--- config.mk ---
export PLATFORM = sky130hd
export DESIGN_NAME = in_order_response_queue
export DESIGN_NICKNAME = d
export VERILOG_FILES = /design/src/hdl/iorq_pkg.sv /design/src/hdl/iorq_store.sv /design/src/hdl/iorq_walk.sv /design/src/hdl/in_order_response_queue.sv
export SDC_FILE = /design/constraint.sdc
export NUM_CORES = 1
export LEC_CHECK = 0
export BUFFER_PORTS_ARGS = -buffer_cell sky130_fd_sc_hd__buf_4
export CELL_PAD_IN_SITES_DETAIL_PLACEMENT = 1
export CELL_PAD_IN_SITES_GLOBAL_PLACEMENT = 1
export CORE_MARGIN = 3
export CORE_UTILIZATION = 52
export CTS_CLUSTER_DIAMETER = 120
export CTS_CLUSTER_SIZE = 24
export DETAILED_ROUTE_END_ITERATION = 16
export PLACE_DENSITY_LB_ADDON = 0.1
export REMOVE_ABC_BUFFERS = 1
export SLEW_MARGIN = 20
export SYNTH_ARGS = -nofsm -noshare
export SYNTH_HDL_FRONTEND = slang
export SYNTH_SLANG_ARGS = --single-unit
--- constraint.sdc ---
create_clock -name clk -period 5.9 [get_ports clk]
set_input_delay 0.59 -clock clk [delete_from_list [all_inputs] [get_ports clk]]
set_output_delay 0.59 -clock clk [all_outputs]
set_load 0.03 [all_outputs]
--- src/hdl/iorq_pkg.sv ---
// ----------------------------------------------------------------------------
// iorq_pkg: shared types and codes for the in-order response queue
// Request and result payloads, mode and status codes, store commands and
// sequencer states.
// ----------------------------------------------------------------------------
package iorq_pkg;

	localparam int TAG_W       = 16;
	localparam int RESP_W      = 16;
	localparam int MAX_RESULTS = 16;
	localparam int NOUT_W      = $clog2(MAX_RESULTS + 1);

	localparam logic [1:0] MODE_ENQ    = 2'd0;
	localparam logic [1:0] MODE_ATTACH = 2'd1;
	localparam logic [1:0] MODE_DRAIN  = 2'd2;

	localparam logic [1:0] STATUS_OK   = 2'd0;
	localparam logic [1:0] STATUS_FULL = 2'd1;
	localparam logic [1:0] STATUS_MISS = 2'd2;

	typedef struct packed {
		logic [1:0]        mode;
		logic [TAG_W-1:0]  request_tag;
		logic              is_head_method;
		logic [RESP_W-1:0] response_handle;
	} req_t;

	typedef struct packed {
		logic              item_valid;
		logic [RESP_W-1:0] out_response;
		logic              out_head_method;
		logic              at_front;
		logic [1:0]        status;
		logic              last;
	} rsp_t;

	typedef struct packed {
		logic enq;
		logic attach;
		logic retire;
	} store_cmd_t;

	typedef enum logic [3:0] {
		ST_IDLE,
		ST_ENQ,
		ST_SCAN_ADDR,
		ST_SCAN_CMP,
		ST_ATTACH,
		ST_MISS,
		ST_NOP,
		ST_DRAIN_CHK,
		ST_DRAIN_OUT
	} state_t;

endpackage

--- src/hdl/iorq_store.sv ---
// ----------------------------------------------------------------------------
// iorq_store: entry storage
// Tag, head flag and response memories with registered reads, plus the
// per-entry ready bits.
// ----------------------------------------------------------------------------
module iorq_store #(
	parameter int DEPTH = 16,
	parameter int TW    = 16,
	localparam int AW   = $clog2(DEPTH)
) (
	input  logic                     clk,
	input  logic                     arst_n,
	input  iorq_pkg::store_cmd_t     cmd,
	input  logic [AW-1:0]            wr_addr,
	input  logic [TW-1:0]            wr_tag,
	input  logic                     wr_head,
	input  logic [iorq_pkg::RESP_W-1:0] wr_resp,
	input  logic [AW-1:0]            rd_addr,
	output logic [TW-1:0]            rd_tag,
	output logic                     rd_head,
	output logic [iorq_pkg::RESP_W-1:0] rd_resp,
	output logic [DEPTH-1:0]         ready_vec
);
	import iorq_pkg::*;

	logic [TW-1:0]     tag_mem  [DEPTH];
	logic              head_mem [DEPTH];
	logic [RESP_W-1:0] resp_mem [DEPTH];
	logic [TW-1:0]     rd_tag_q;
	logic              rd_head_q;
	logic [RESP_W-1:0] rd_resp_q;
	logic [DEPTH-1:0]  ready_q;

	always_ff @(posedge clk) begin
		if (cmd.enq) begin
			tag_mem[wr_addr]  <= wr_tag;
			head_mem[wr_addr] <= wr_head;
		end
		if (cmd.attach) begin
			resp_mem[wr_addr] <= wr_resp;
		end
		rd_tag_q  <= tag_mem[rd_addr];
		rd_head_q <= head_mem[rd_addr];
		rd_resp_q <= resp_mem[rd_addr];
	end

	always_ff @(posedge clk or negedge arst_n) begin
		if (!arst_n) begin
			ready_q <= '0;
		end else begin
			if (cmd.enq || cmd.retire) begin
				ready_q[wr_addr] <= 1'b0;
			end else if (cmd.attach) begin
				ready_q[wr_addr] <= 1'b1;
			end
		end
	end

	assign rd_tag    = rd_tag_q;
	assign rd_head   = rd_head_q;
	assign rd_resp   = rd_resp_q;
	assign ready_vec = ready_q;

endmodule

--- src/hdl/iorq_walk.sv ---
// ----------------------------------------------------------------------------
// iorq_walk: shared slot and compare unit
// Circular slot index from a base and an offset, and the tag comparator
// used one entry per step by the sequencer.
// ----------------------------------------------------------------------------
module iorq_walk #(
	parameter int DEPTH = 16,
	parameter int TW    = 16,
	localparam int AW   = $clog2(DEPTH)
) (
	input  logic [AW-1:0] base,
	input  logic [AW-1:0] offset,
	input  logic [TW-1:0] key,
	input  logic [TW-1:0] tag,
	output logic [AW-1:0] slot,
	output logic          match
);
	localparam logic [AW:0] DEPTH_W = (AW + 1)'(DEPTH);

	logic [AW:0] sum;
	logic [AW:0] wrapped;

	assign sum     = {1'b0, base} + {1'b0, offset};
	assign wrapped = sum - DEPTH_W;
	assign slot    = (sum >= DEPTH_W) ? wrapped[AW-1:0] : sum[AW-1:0];
	assign match   = (key == tag);

endmodule

--- src/hdl/in_order_response_queue.sv ---
// ----------------------------------------------------------------------------
// in_order_response_queue: reorder queue for pipelined requests
// Keeps request tags in arrival order and releases attached responses in
// that same order.
// ----------------------------------------------------------------------------
// Usage:
//   req channel (req_valid/req_stall/req): mode 0 enqueues a tag and head
//   flag, mode 1 attaches a response handle to the oldest matching tag,
//   mode 2 drains ready entries from the front (up to 16 per request).
//   rsp channel (rsp_valid/rsp_stall/rsp): one result for enqueue, attach
//   and unused mode; one result per drained entry, or one empty result if
//   the front entry is not ready. last marks the final result of a request.
//   A request is taken only while the sequencer is idle; one request at a
//   time. Enqueue and unused mode go from their state straight to the
//   output register. Attach walks the entries from the front, each with a
//   tag memory read and then a compare, and ends with an attach on a hit
//   or a miss result once all entries are compared; drain reads the
//   response memory once per entry drained, before each drained result.
//   The output register lets the next request be accepted while the last
//   result is still waiting. A stalled result holds; the sequencer waits.
//   Reset empties the queue and clears all ready bits; no clearing pass.
// ----------------------------------------------------------------------------
module in_order_response_queue #(
	parameter int DEPTH    = 16,
	parameter int TAG_BITS = 16
) (
	input  logic           clk,
	input  logic           arst_n,
	input  logic           req_valid,
	output logic           req_stall,
	input  iorq_pkg::req_t req,
	output logic           rsp_valid,
	input  logic           rsp_stall,
	output iorq_pkg::rsp_t rsp
);
	import iorq_pkg::*;

	localparam int AW = $clog2(DEPTH);
	localparam int CW = $clog2(DEPTH + 1);
	localparam int TW = (TAG_BITS < TAG_W) ? TAG_BITS : TAG_W;
	localparam logic [CW-1:0]     FULL_COUNT = CW'(DEPTH);
	localparam logic [NOUT_W-1:0] NOUT_LAST  = NOUT_W'(MAX_RESULTS - 1);

	state_t            state_q, state_d;
	logic [AW-1:0]     front_q;
	logic [CW-1:0]     count_q;
	logic [CW-1:0]     off_q;
	logic [AW-1:0]     slot_q;
	logic [TW-1:0]     key_q;
	logic              head_q;
	logic [RESP_W-1:0] resp_q;
	logic [NOUT_W-1:0] nout_q;
	logic              out_valid_q;
	rsp_t              out_q;

	logic              out_free;
	logic              emit;
	rsp_t              res;
	store_cmd_t        cmd;
	logic [AW-1:0]     wr_addr;
	logic [AW-1:0]     rd_addr;
	logic [AW-1:0]     walk_off;
	logic [AW-1:0]     slot;
	logic              match;
	logic [TW-1:0]     rd_tag;
	logic              rd_head;
	logic [RESP_W-1:0] rd_resp;
	logic [DEPTH-1:0]  ready_vec;
	logic              drain_go;
	logic              drain_last;

	iorq_store #(.DEPTH(DEPTH), .TW(TW)) u_store (
		.clk       (clk),
		.arst_n    (arst_n),
		.cmd       (cmd),
		.wr_addr   (wr_addr),
		.wr_tag    (key_q),
		.wr_head   (head_q),
		.wr_resp   (resp_q),
		.rd_addr   (rd_addr),
		.rd_tag    (rd_tag),
		.rd_head   (rd_head),
		.rd_resp   (rd_resp),
		.ready_vec (ready_vec)
	);

	iorq_walk #(.DEPTH(DEPTH), .TW(TW)) u_walk (
		.base   (front_q),
		.offset (walk_off),
		.key    (key_q),
		.tag    (rd_tag),
		.slot   (slot),
		.match  (match)
	);

	assign out_free   = !out_valid_q || !rsp_stall;
	assign drain_go   = (count_q != '0) && ready_vec[front_q];
	assign drain_last = (count_q == CW'(1)) || (nout_q == NOUT_LAST) || !ready_vec[slot];

	always_comb begin
		state_d = state_q;
		unique case (state_q)
			ST_IDLE: begin
				if (req_valid) begin
					unique case (req.mode)
						MODE_ENQ:    state_d = ST_ENQ;
						MODE_ATTACH: state_d = ST_SCAN_ADDR;
						MODE_DRAIN:  state_d = ST_DRAIN_CHK;
						default:     state_d = ST_NOP;
					endcase
				end
			end
			ST_ENQ, ST_ATTACH, ST_MISS, ST_NOP: begin
				if (out_free) state_d = ST_IDLE;
			end
			ST_SCAN_ADDR: begin
				state_d = (off_q == count_q) ? ST_MISS : ST_SCAN_CMP;
			end
			ST_SCAN_CMP: begin
				state_d = match ? ST_ATTACH : ST_SCAN_ADDR;
			end
			ST_DRAIN_CHK: begin
				if (drain_go) state_d = ST_DRAIN_OUT;
				else if (out_free) state_d = ST_IDLE;
			end
			ST_DRAIN_OUT: begin
				if (out_free) state_d = drain_last ? ST_IDLE : ST_DRAIN_CHK;
			end
			default: state_d = ST_IDLE;
		endcase
	end

	always_comb begin
		emit     = 1'b0;
		res      = '0;
		cmd      = '0;
		wr_addr  = front_q;
		rd_addr  = front_q;
		walk_off = '0;
		unique case (state_q)
			ST_ENQ: begin
				walk_off = count_q[AW-1:0];
				wr_addr  = slot;
				if (out_free) begin
					emit     = 1'b1;
					res.last = 1'b1;
					if (count_q == FULL_COUNT) res.status = STATUS_FULL;
					else cmd.enq = 1'b1;
				end
			end
			ST_SCAN_ADDR: begin
				walk_off = off_q[AW-1:0];
				rd_addr  = slot;
			end
			ST_ATTACH: begin
				wr_addr = slot_q;
				if (out_free) begin
					emit         = 1'b1;
					cmd.attach   = 1'b1;
					res.at_front = (off_q == '0);
					res.last     = 1'b1;
				end
			end
			ST_MISS: begin
				if (out_free) begin
					emit       = 1'b1;
					res.status = STATUS_MISS;
					res.last   = 1'b1;
				end
			end
			ST_NOP: begin
				if (out_free) begin
					emit     = 1'b1;
					res.last = 1'b1;
				end
			end
			ST_DRAIN_CHK: begin
				if (!drain_go && out_free) begin
					emit     = 1'b1;
					res.last = 1'b1;
				end
			end
			ST_DRAIN_OUT: begin
				walk_off = AW'(1);
				if (out_free) begin
					emit                = 1'b1;
					cmd.retire          = 1'b1;
					res.item_valid      = 1'b1;
					res.out_response    = rd_resp;
					res.out_head_method = rd_head;
					res.last            = drain_last;
				end
			end
			default: begin
			end
		endcase
	end

	always_ff @(posedge clk or negedge arst_n) begin
		if (!arst_n) begin
			state_q     <= ST_IDLE;
			front_q     <= '0;
			count_q     <= '0;
			nout_q      <= '0;
			out_valid_q <= 1'b0;
		end else begin
			state_q <= state_d;
			if (emit) out_valid_q <= 1'b1;
			else if (!rsp_stall) out_valid_q <= 1'b0;
			if (cmd.enq) count_q <= count_q + CW'(1);
			if (cmd.retire) begin
				front_q <= slot;
				count_q <= count_q - CW'(1);
				nout_q  <= nout_q + NOUT_W'(1);
			end
			if (state_q == ST_IDLE && req_valid) nout_q <= '0;
		end
	end

	always_ff @(posedge clk) begin
		if (state_q == ST_IDLE && req_valid) begin
			key_q  <= req.request_tag[TW-1:0];
			head_q <= req.is_head_method;
			resp_q <= req.response_handle;
			off_q  <= '0;
		end
		if (state_q == ST_SCAN_ADDR) slot_q <= slot;
		if (state_q == ST_SCAN_CMP && !match) off_q <= off_q + CW'(1);
		if (emit) out_q <= res;
	end

	assign req_stall = (state_q != ST_IDLE);
	assign rsp_valid = out_valid_q;
	assign rsp       = out_q;

endmodule

## Word level (Yosys, flattened, before mapping)

Memories as Yosys holds them, arrays and structs flattened. A register that Yosys moved wholly into a read port is not among the register bits.
Index checks and enable logic that the tools add are counted.

| word-level totals | value |
|---|---|
| register bits | 99 |
| bits in writable memories | 528 |
| memories | 3 |

Memory list:

| name | depth | width | read ports | clocked after memory_dff | write ports | RTL line | source |
|---|---|---|---|---|---|---|---|
| u_store.resp_mem | 16 | 16 | 1 | 1 | 1 | iorq_store.sv:28 | `logic [RESP_W-1:0] resp_mem [DEPTH];` |
| u_store.tag_mem | 16 | 16 | 1 | 1 | 1 | iorq_store.sv:26 | `logic [TW-1:0] tag_mem [DEPTH];` |
| u_store.head_mem | 16 | 1 | 1 | 1 | 1 | iorq_store.sv:27 | `logic head_mem [DEPTH];` |

| operators by class | value |
|---|---|
| add/subtract/negate cells | 6 |
| magnitude comparators | 5 |
| equal/unequal tests | 18 |
| multiplexer cells | 48 |
| bitwise gates (word level) | 3 |
| reductions and logical operators | 29 |

Operators by type and width:

| operator | count |
|---|---|
| 16-bit 2-to-1 mux | 2 |
| 5-bit 2-to-1 mux | 6 |
| 4-bit 2-to-1 mux | 6 |
| 4-bit case mux with 6 select lines | 1 |
| 1-bit 2-to-1 mux | 18 |
| 18-bit 2-to-1 mux | 1 |
| 16-bit AND | 1 |
| 16-bit == test | 1 |
| 4-bit by 3-bit == test with 1-bit output, second input constant | 4 |
| 16-bit NOT | 1 |
| 16-bit OR | 1 |
| 5-bit by 1-bit adder with 5-bit output, second input constant | 3 |
| 4-bit by 5-bit less-than comparator with 1-bit output, second input constant | 3 |
| 3-bit 2-to-1 mux | 4 |
| 4-bit case mux with 3 select lines | 1 |
| 3-bit case mux with 3 select lines | 1 |
| 1-bit binary-select mux with 4-bit select | 2 |
| 4-bit by 2-bit == test with 1-bit output, second input constant | 2 |
| 4-bit case mux with 2 select lines | 1 |
| 2-bit nonzero test | 4 |
| 2-bit AND reduction | 3 |
| 4-bit by 4-bit adder with 5-bit output | 1 |
| 5-bit by 1-bit == test with 1-bit output, second input constant | 1 |
| 5-bit by 4-bit == test with 1-bit output, second input constant | 1 |
| other kinds (28) | 40 |

## Logic depth before layout (Yosys ltp)

| depth | value |
|---|---|
| word-level depth | 13 |
| depth in mapped cells | 18 |
| gate-level depth less buffers | 12 |

## Cells and area by module

From an unflattened synthesis, not the netlist that was laid out.

| unflattened totals | value |
|---|---|
| cell total of the unflattened synthesis | 1279 |
| area, all modules | 25471.9 um^2 |

By module, submodules not included:

| module | times used | cells each | area each (um^2) |
|---|---|---|---|
| iorq_store | 1 | 932 | 21317.9 |
| in_order_response_queue | 1 | 313 | 3865.0 |
| iorq_walk | 1 | 34 | 289.0 |

## Worst setup path after synthesis

Ideal clock, no wire load.

| path | value |
|---|---|
| path kind | reg2reg |
| start | register state_q[0] |
| end | memory u_store.resp_mem[11][0] (enable) |
| setup time | 0.412 ns |
| arrival | 4.353 ns |
| required time | 5.488 ns |
| path slack | 1.135 ns |
| cell stages (with the launch flop) | 15 |
| buffers on the path | 4 |
| period minus slack after synthesis | 4.765 ns |
| path through | dfrtp_1 -> buf_2 -> buf_2 -> buf_1 -> mux2_2 -> o32a_1 -> nor2_1 -> ha_1 -> fa_1 -> clkbuf_1 -> nand3b_1 -> a211oi_1 -> a21oi_1 -> or2_2 -> nor3_1 |

| between the ends | value |
|---|---|
| cells in the longest elaborated chain, start to end | 6 |

RTL lines:

| item | RTL line | source |
|---|---|---|
| start: declaration | in_order_response_queue.sv:44 | `state_t state_q, state_d;` |
| start signal: assignment | in_order_response_queue.sv:207 | `state_q <= state_d;` |
| 4-bit == test (tied with other cells) | in_order_response_queue.sv:140 | `unique case (state_q)` |
| 4-bit case mux with 3 select lines (*) | in_order_response_queue.sv:140 |  |
| 4-bit by 4-bit adder with 5-bit output (*) | iorq_walk.sv:23 | `assign sum = {1'b0, base} + {1'b0, offset};` |
| 4-bit by 1-bit subtractor with 4-bit output or 5-bit >= comparator (tied branches) | iorq_walk.sv:24, iorq_walk.sv:25 |  |
| 4-bit 2-to-1 mux (*) | iorq_walk.sv:25 | `assign slot = (sum >= DEPTH_W) ? wrapped[AW-1:0] : sum[AW-1:0];` |
| via slot[1] | in_order_response_queue.sv:63 | `logic [AW-1:0] slot;` |
| 4-bit case mux with 2 select lines (*) | in_order_response_queue.sv:140 |  |
| end: declaration | iorq_store.sv:28 |  |

The timed path passes the listed nets; every way through them passes the cells marked *.

## Final worst setup path

| path | value |
|---|---|
| start | register state_q[1] |
| end | memory u_store.tag_mem[15][2] (enable) |

| between the ends | value |
|---|---|
| cells in the longest elaborated chain, start to end | 6 |

RTL lines:

| item | RTL line |
|---|---|
| 4-bit == test (tied with other cells) | in_order_response_queue.sv:140 |
| 4-bit case mux with 3 select lines (*) | in_order_response_queue.sv:140 |
| 4-bit by 4-bit adder with 5-bit output (*) | iorq_walk.sv:23 |
| 4-bit by 1-bit subtractor with 4-bit output or 5-bit >= comparator (tied branches) | iorq_walk.sv:24, iorq_walk.sv:25 |
| 4-bit 2-to-1 mux (*) | iorq_walk.sv:25 |
| via slot[1] | in_order_response_queue.sv:63 |
| 4-bit case mux with 2 select lines (*) | in_order_response_queue.sv:140 |
| end: declaration | iorq_store.sv:26 |

Marks and branches as above.

==> run metrics <==
result of the run=finished clean; Maximum Capacitance Violations=0; highest-count cells in the layout ignoring fill and taps=592 x sky130_fd_sc_hd__edfxtp_1, 495 x sky130_fd_sc_hd__nand2_1, 222 x sky130_fd_sc_hd__nand3_1, 107 x sky130_fd_sc_hd__buf_4, 77 x sky130_fd_sc_hd__nand4_1; Post-synth EDFFs=592; XOR/XNOR Fraction of Synth Area=0.0119; final-layout setup total negative slack=0 ns; min cycle time layout=around 4.8 ns; count of TritonRoute iterations in the first routing pass=5; post-detailed-placement half-perimeter wirelength=about 38 mm; normalized max-slew margin=0.311; Seq/Total Area, Yosys=0.740; multiplexer area fraction after synthesis=0.0227; worst-case hold slack=0.135 ns; leakage power figure=roughly 9.8 nW; setup slack after placement=~0.88 ns; via count=around 16,000; via count of the first global-routing pass=about 17,000; Final Cycle Share=0.820; clock transition at the registers of the reported paths=~0.10 ns; ANT cells=0; Overflow after GRT=0; Mapped Avg Cell Area=approximately 14 sq um; FFs w/ async S/R, synth=0.0530; vias per inst=about 6.0; Critical Path AT=5.09 ns; category of the worst setup path launch point=register; most instantiated flip-flop cell in the synthesis netlist=sky130_fd_sc_hd__edfxtp_1; unrepaired setup endpoints after global routing=no; Adder-Cell Fraction of Synth Area=0.00556; standard-cell row count=81; actual transition at the worst max-transition pin=around 1.0 ns; die height=approximately 230 um; share of synthesized cell area in and, or, nand and nor gates=0.156; layout cells sized above 1=0.100; Routed WL=approximately 66 mm; clock latency on the worst-skew pair=0.62 ns; PwrDens=about 450 mW/mm^2; startpoint-to-endpoint class of the critical path=reg -> reg; area of the core=0.0493 sq mm; VDD IR max=~0.34 mV; Slew Viols, Final=0; total number of H-tree levels=1; post-synthesis cell count=1,927; overall power=approximately 13 mW; type of the most critical hold path=in -> reg; largest family of logic cells by synthesized area=simple AND/OR/NAND/NOR gates; end-of-flow core utilization=0.573; average wire per cell in the routed design=approximately 25 um; number of ports placed on the die boundary=between 60 and 70; total global-route track usage=0.249; clk buf depth=3; largest net degree at the start of global routing=149; final design instance area without fill=roughly 0.028 sq mm; post-route antenna net violation count=0; initial detailed-routing violation count=around 1,300; clk sinks=660; Compound-Gate Fraction of Synth Area=0.0369; initial standard-cell utilization of the core=0.530; antenna violations before repair=0; RD Place Congestion=between 0.7 and 0.8; Placed Instance Area=~0.027 sq mm; number of synthesized register bits=660; Num CTS Buffers=31; count of endpoints failing hold in the final timing report=0; maximum net fanout on the critical path=23; worst endpoint required time=6.15 ns; Final #Nets=~2,000; count of port buffers added during placement=between 60 and 70; Max Clock Skew=approximately 0.024 ns; CTS Root Cell=sky130_fd_sc_hd__clkbuf_16; YS warnings=0; type of destination of the critical path=register; commonest non-fill, non-tap cell in the layout=sky130_fd_sc_hd__edfxtp_1; post-synthesis instance area=0.0261 sq mm; instance count after placement with tap cells included=2,580; Remaining DRCs=0; clock tree from TritonCTS=yes; smallest setup slack after layout=1.06 ns; non-filler instance count after layout=approximately 2,600; width of the die=~230 um; Area growth syn-to-layout=8.22%; fmax=between 200 and 250 MHz; final number of setup-violating endpoints=0; count of different cell masters after synthesis=65; first-pass GRT wire length=101 mm; full die area=0.0529 sq mm; number of resized instances in the post-cts repair step=0
repair_timing:
action | CTS | global route
hold endpoints to repair | 35 | 0
hold buffers | 1 | 0
buffers inserted | 0 | 0
power breakdown:
group          switching (mW)  leakage, nW  internal (mW)
clock network            1.42        0.418           1.01
logic                    2.74         3.27           1.29
registers               0.474         6.09           5.77
layout make-up:
type | count | area [sq um]
Fill cell | 4831 | 21000
Multi-Input combinational cell | 1131 | 6260
Inverter | 14 | 57.6
Clock buffer | 56 | 870
Tap cell | 664 | 831
Sequential cell | 660 | 19300
Timing Repair Buffer | 112 | 901
Clock inverter | 1 | 16.3
routing by layer:
layer	track usage	part of all wire
met1	0.337	0.43
met2	0.435	0.50
met3	0.0258	0.040
met4	0.0663	0.028
met5	0	0
sequential cells by signal (all words and copies together), names as in the netlist, named ones only:
name / flops
u_store.resp_mem: 256
nout_q: 5
u_store.head_mem: 16
resp_q: 16
u_store.rd_resp: 16
u_store.rd_head: 1
count_q: 5
u_store.rd_tag: 16
rsp: 22
u_store.tag_mem: 256
head_q: 1
slot_q: 4
key_q: 16
state_q: 4
off_q: 5
front_q: 4
rsp_valid: 1
cells in the mapped netlist, drive strengths merged, types with 2 or more instances:
master	number	share of area
edfxtp	592	0.68
nand2	495	0.071
nand3	222	0.043
buf	79	0.019
nand4	77	0.018
nor2	45	0.0065
clkbuf	43	0.0062
mux2i	43	0.016
o21ai	43	0.0082
dfrtp	35	0.034
a32oi	34	0.011
dfxtp	33	0.025
xnor2	24	0.0081
and3	18	0.0043
o22a	17	0.0057
inv	13	0.0019
nor3	13	0.0025
ha	10	0.0048
xor2	8	0.0030
nand2b	7	0.0017
nand3b	7	0.0020
mux4	5	0.0043
a21oi	4	0.00091
mux2	4	0.0019
nor2b	4	0.00096
nor4	4	0.00096
o21a	4	0.0012
a211oi	3	0.00086
a21o	3	0.00086
a22oi	3	0.00086
a31oi	3	0.00072
or3	3	0.00091
a211o	2	0.00067
a22o	2	0.00067
and2	2	0.00048
nor4b	2	0.0012
o32ai	2	0.0012
or2	2	0.00048
path summary, 6_finish.rpt:
path                            slack [ns]                                to  depth (start not counted)                   start
min in group asynchronous             0.46            count_q[4]$_DFFE_PN0N_                          2                  arst_n
worst min-delay path                  0.13                key_q[9]$_DFFE_PP_                          1                 req[26]
max in group asynchronous             5.09        asynchronous set/reset pin                          2                  arst_n
worst max-delay path                  1.06  u_store.tag_mem[15][2]$_DFFE_PP_                          8  state_q[1]$_DFFE_PN0P_
worst max register to register        1.06  u_store.tag_mem[15][2]$_DFFE_PP_                          8  state_q[1]$_DFFE_PN0P_
worst min register to register        0.52             nout_q[4]$_DFFE_PN0P_                          2   nout_q[4]$_DFFE_PN0P_
critical path, cell delays in order (launching register included):
cell                       delay [ns]
sky130_fd_sc_hd__dfrtp_1         0.80
sky130_fd_sc_hd__or4b_1          0.74
sky130_fd_sc_hd__o21ai_0         0.38
sky130_fd_sc_hd__fa_1            0.61
sky130_fd_sc_hd__nand3b_1        0.13
sky130_fd_sc_hd__a211oi_1        0.36
sky130_fd_sc_hd__a21oi_1         0.11
sky130_fd_sc_hd__or2_2           0.48
sky130_fd_sc_hd__nor2_2          0.85
cell families after synthesis:
kind of cell | Yosys count
XOR/XNOR | 33
flip-flops | 660
multiplexers | 52
AO/OA/AOI/OAI | 130
adder cells (fa/ha/maj) | 11
AND/OR/NAND/NOR | 905
buffers and inverters | 136
Power figures use the tool's default switching activity.
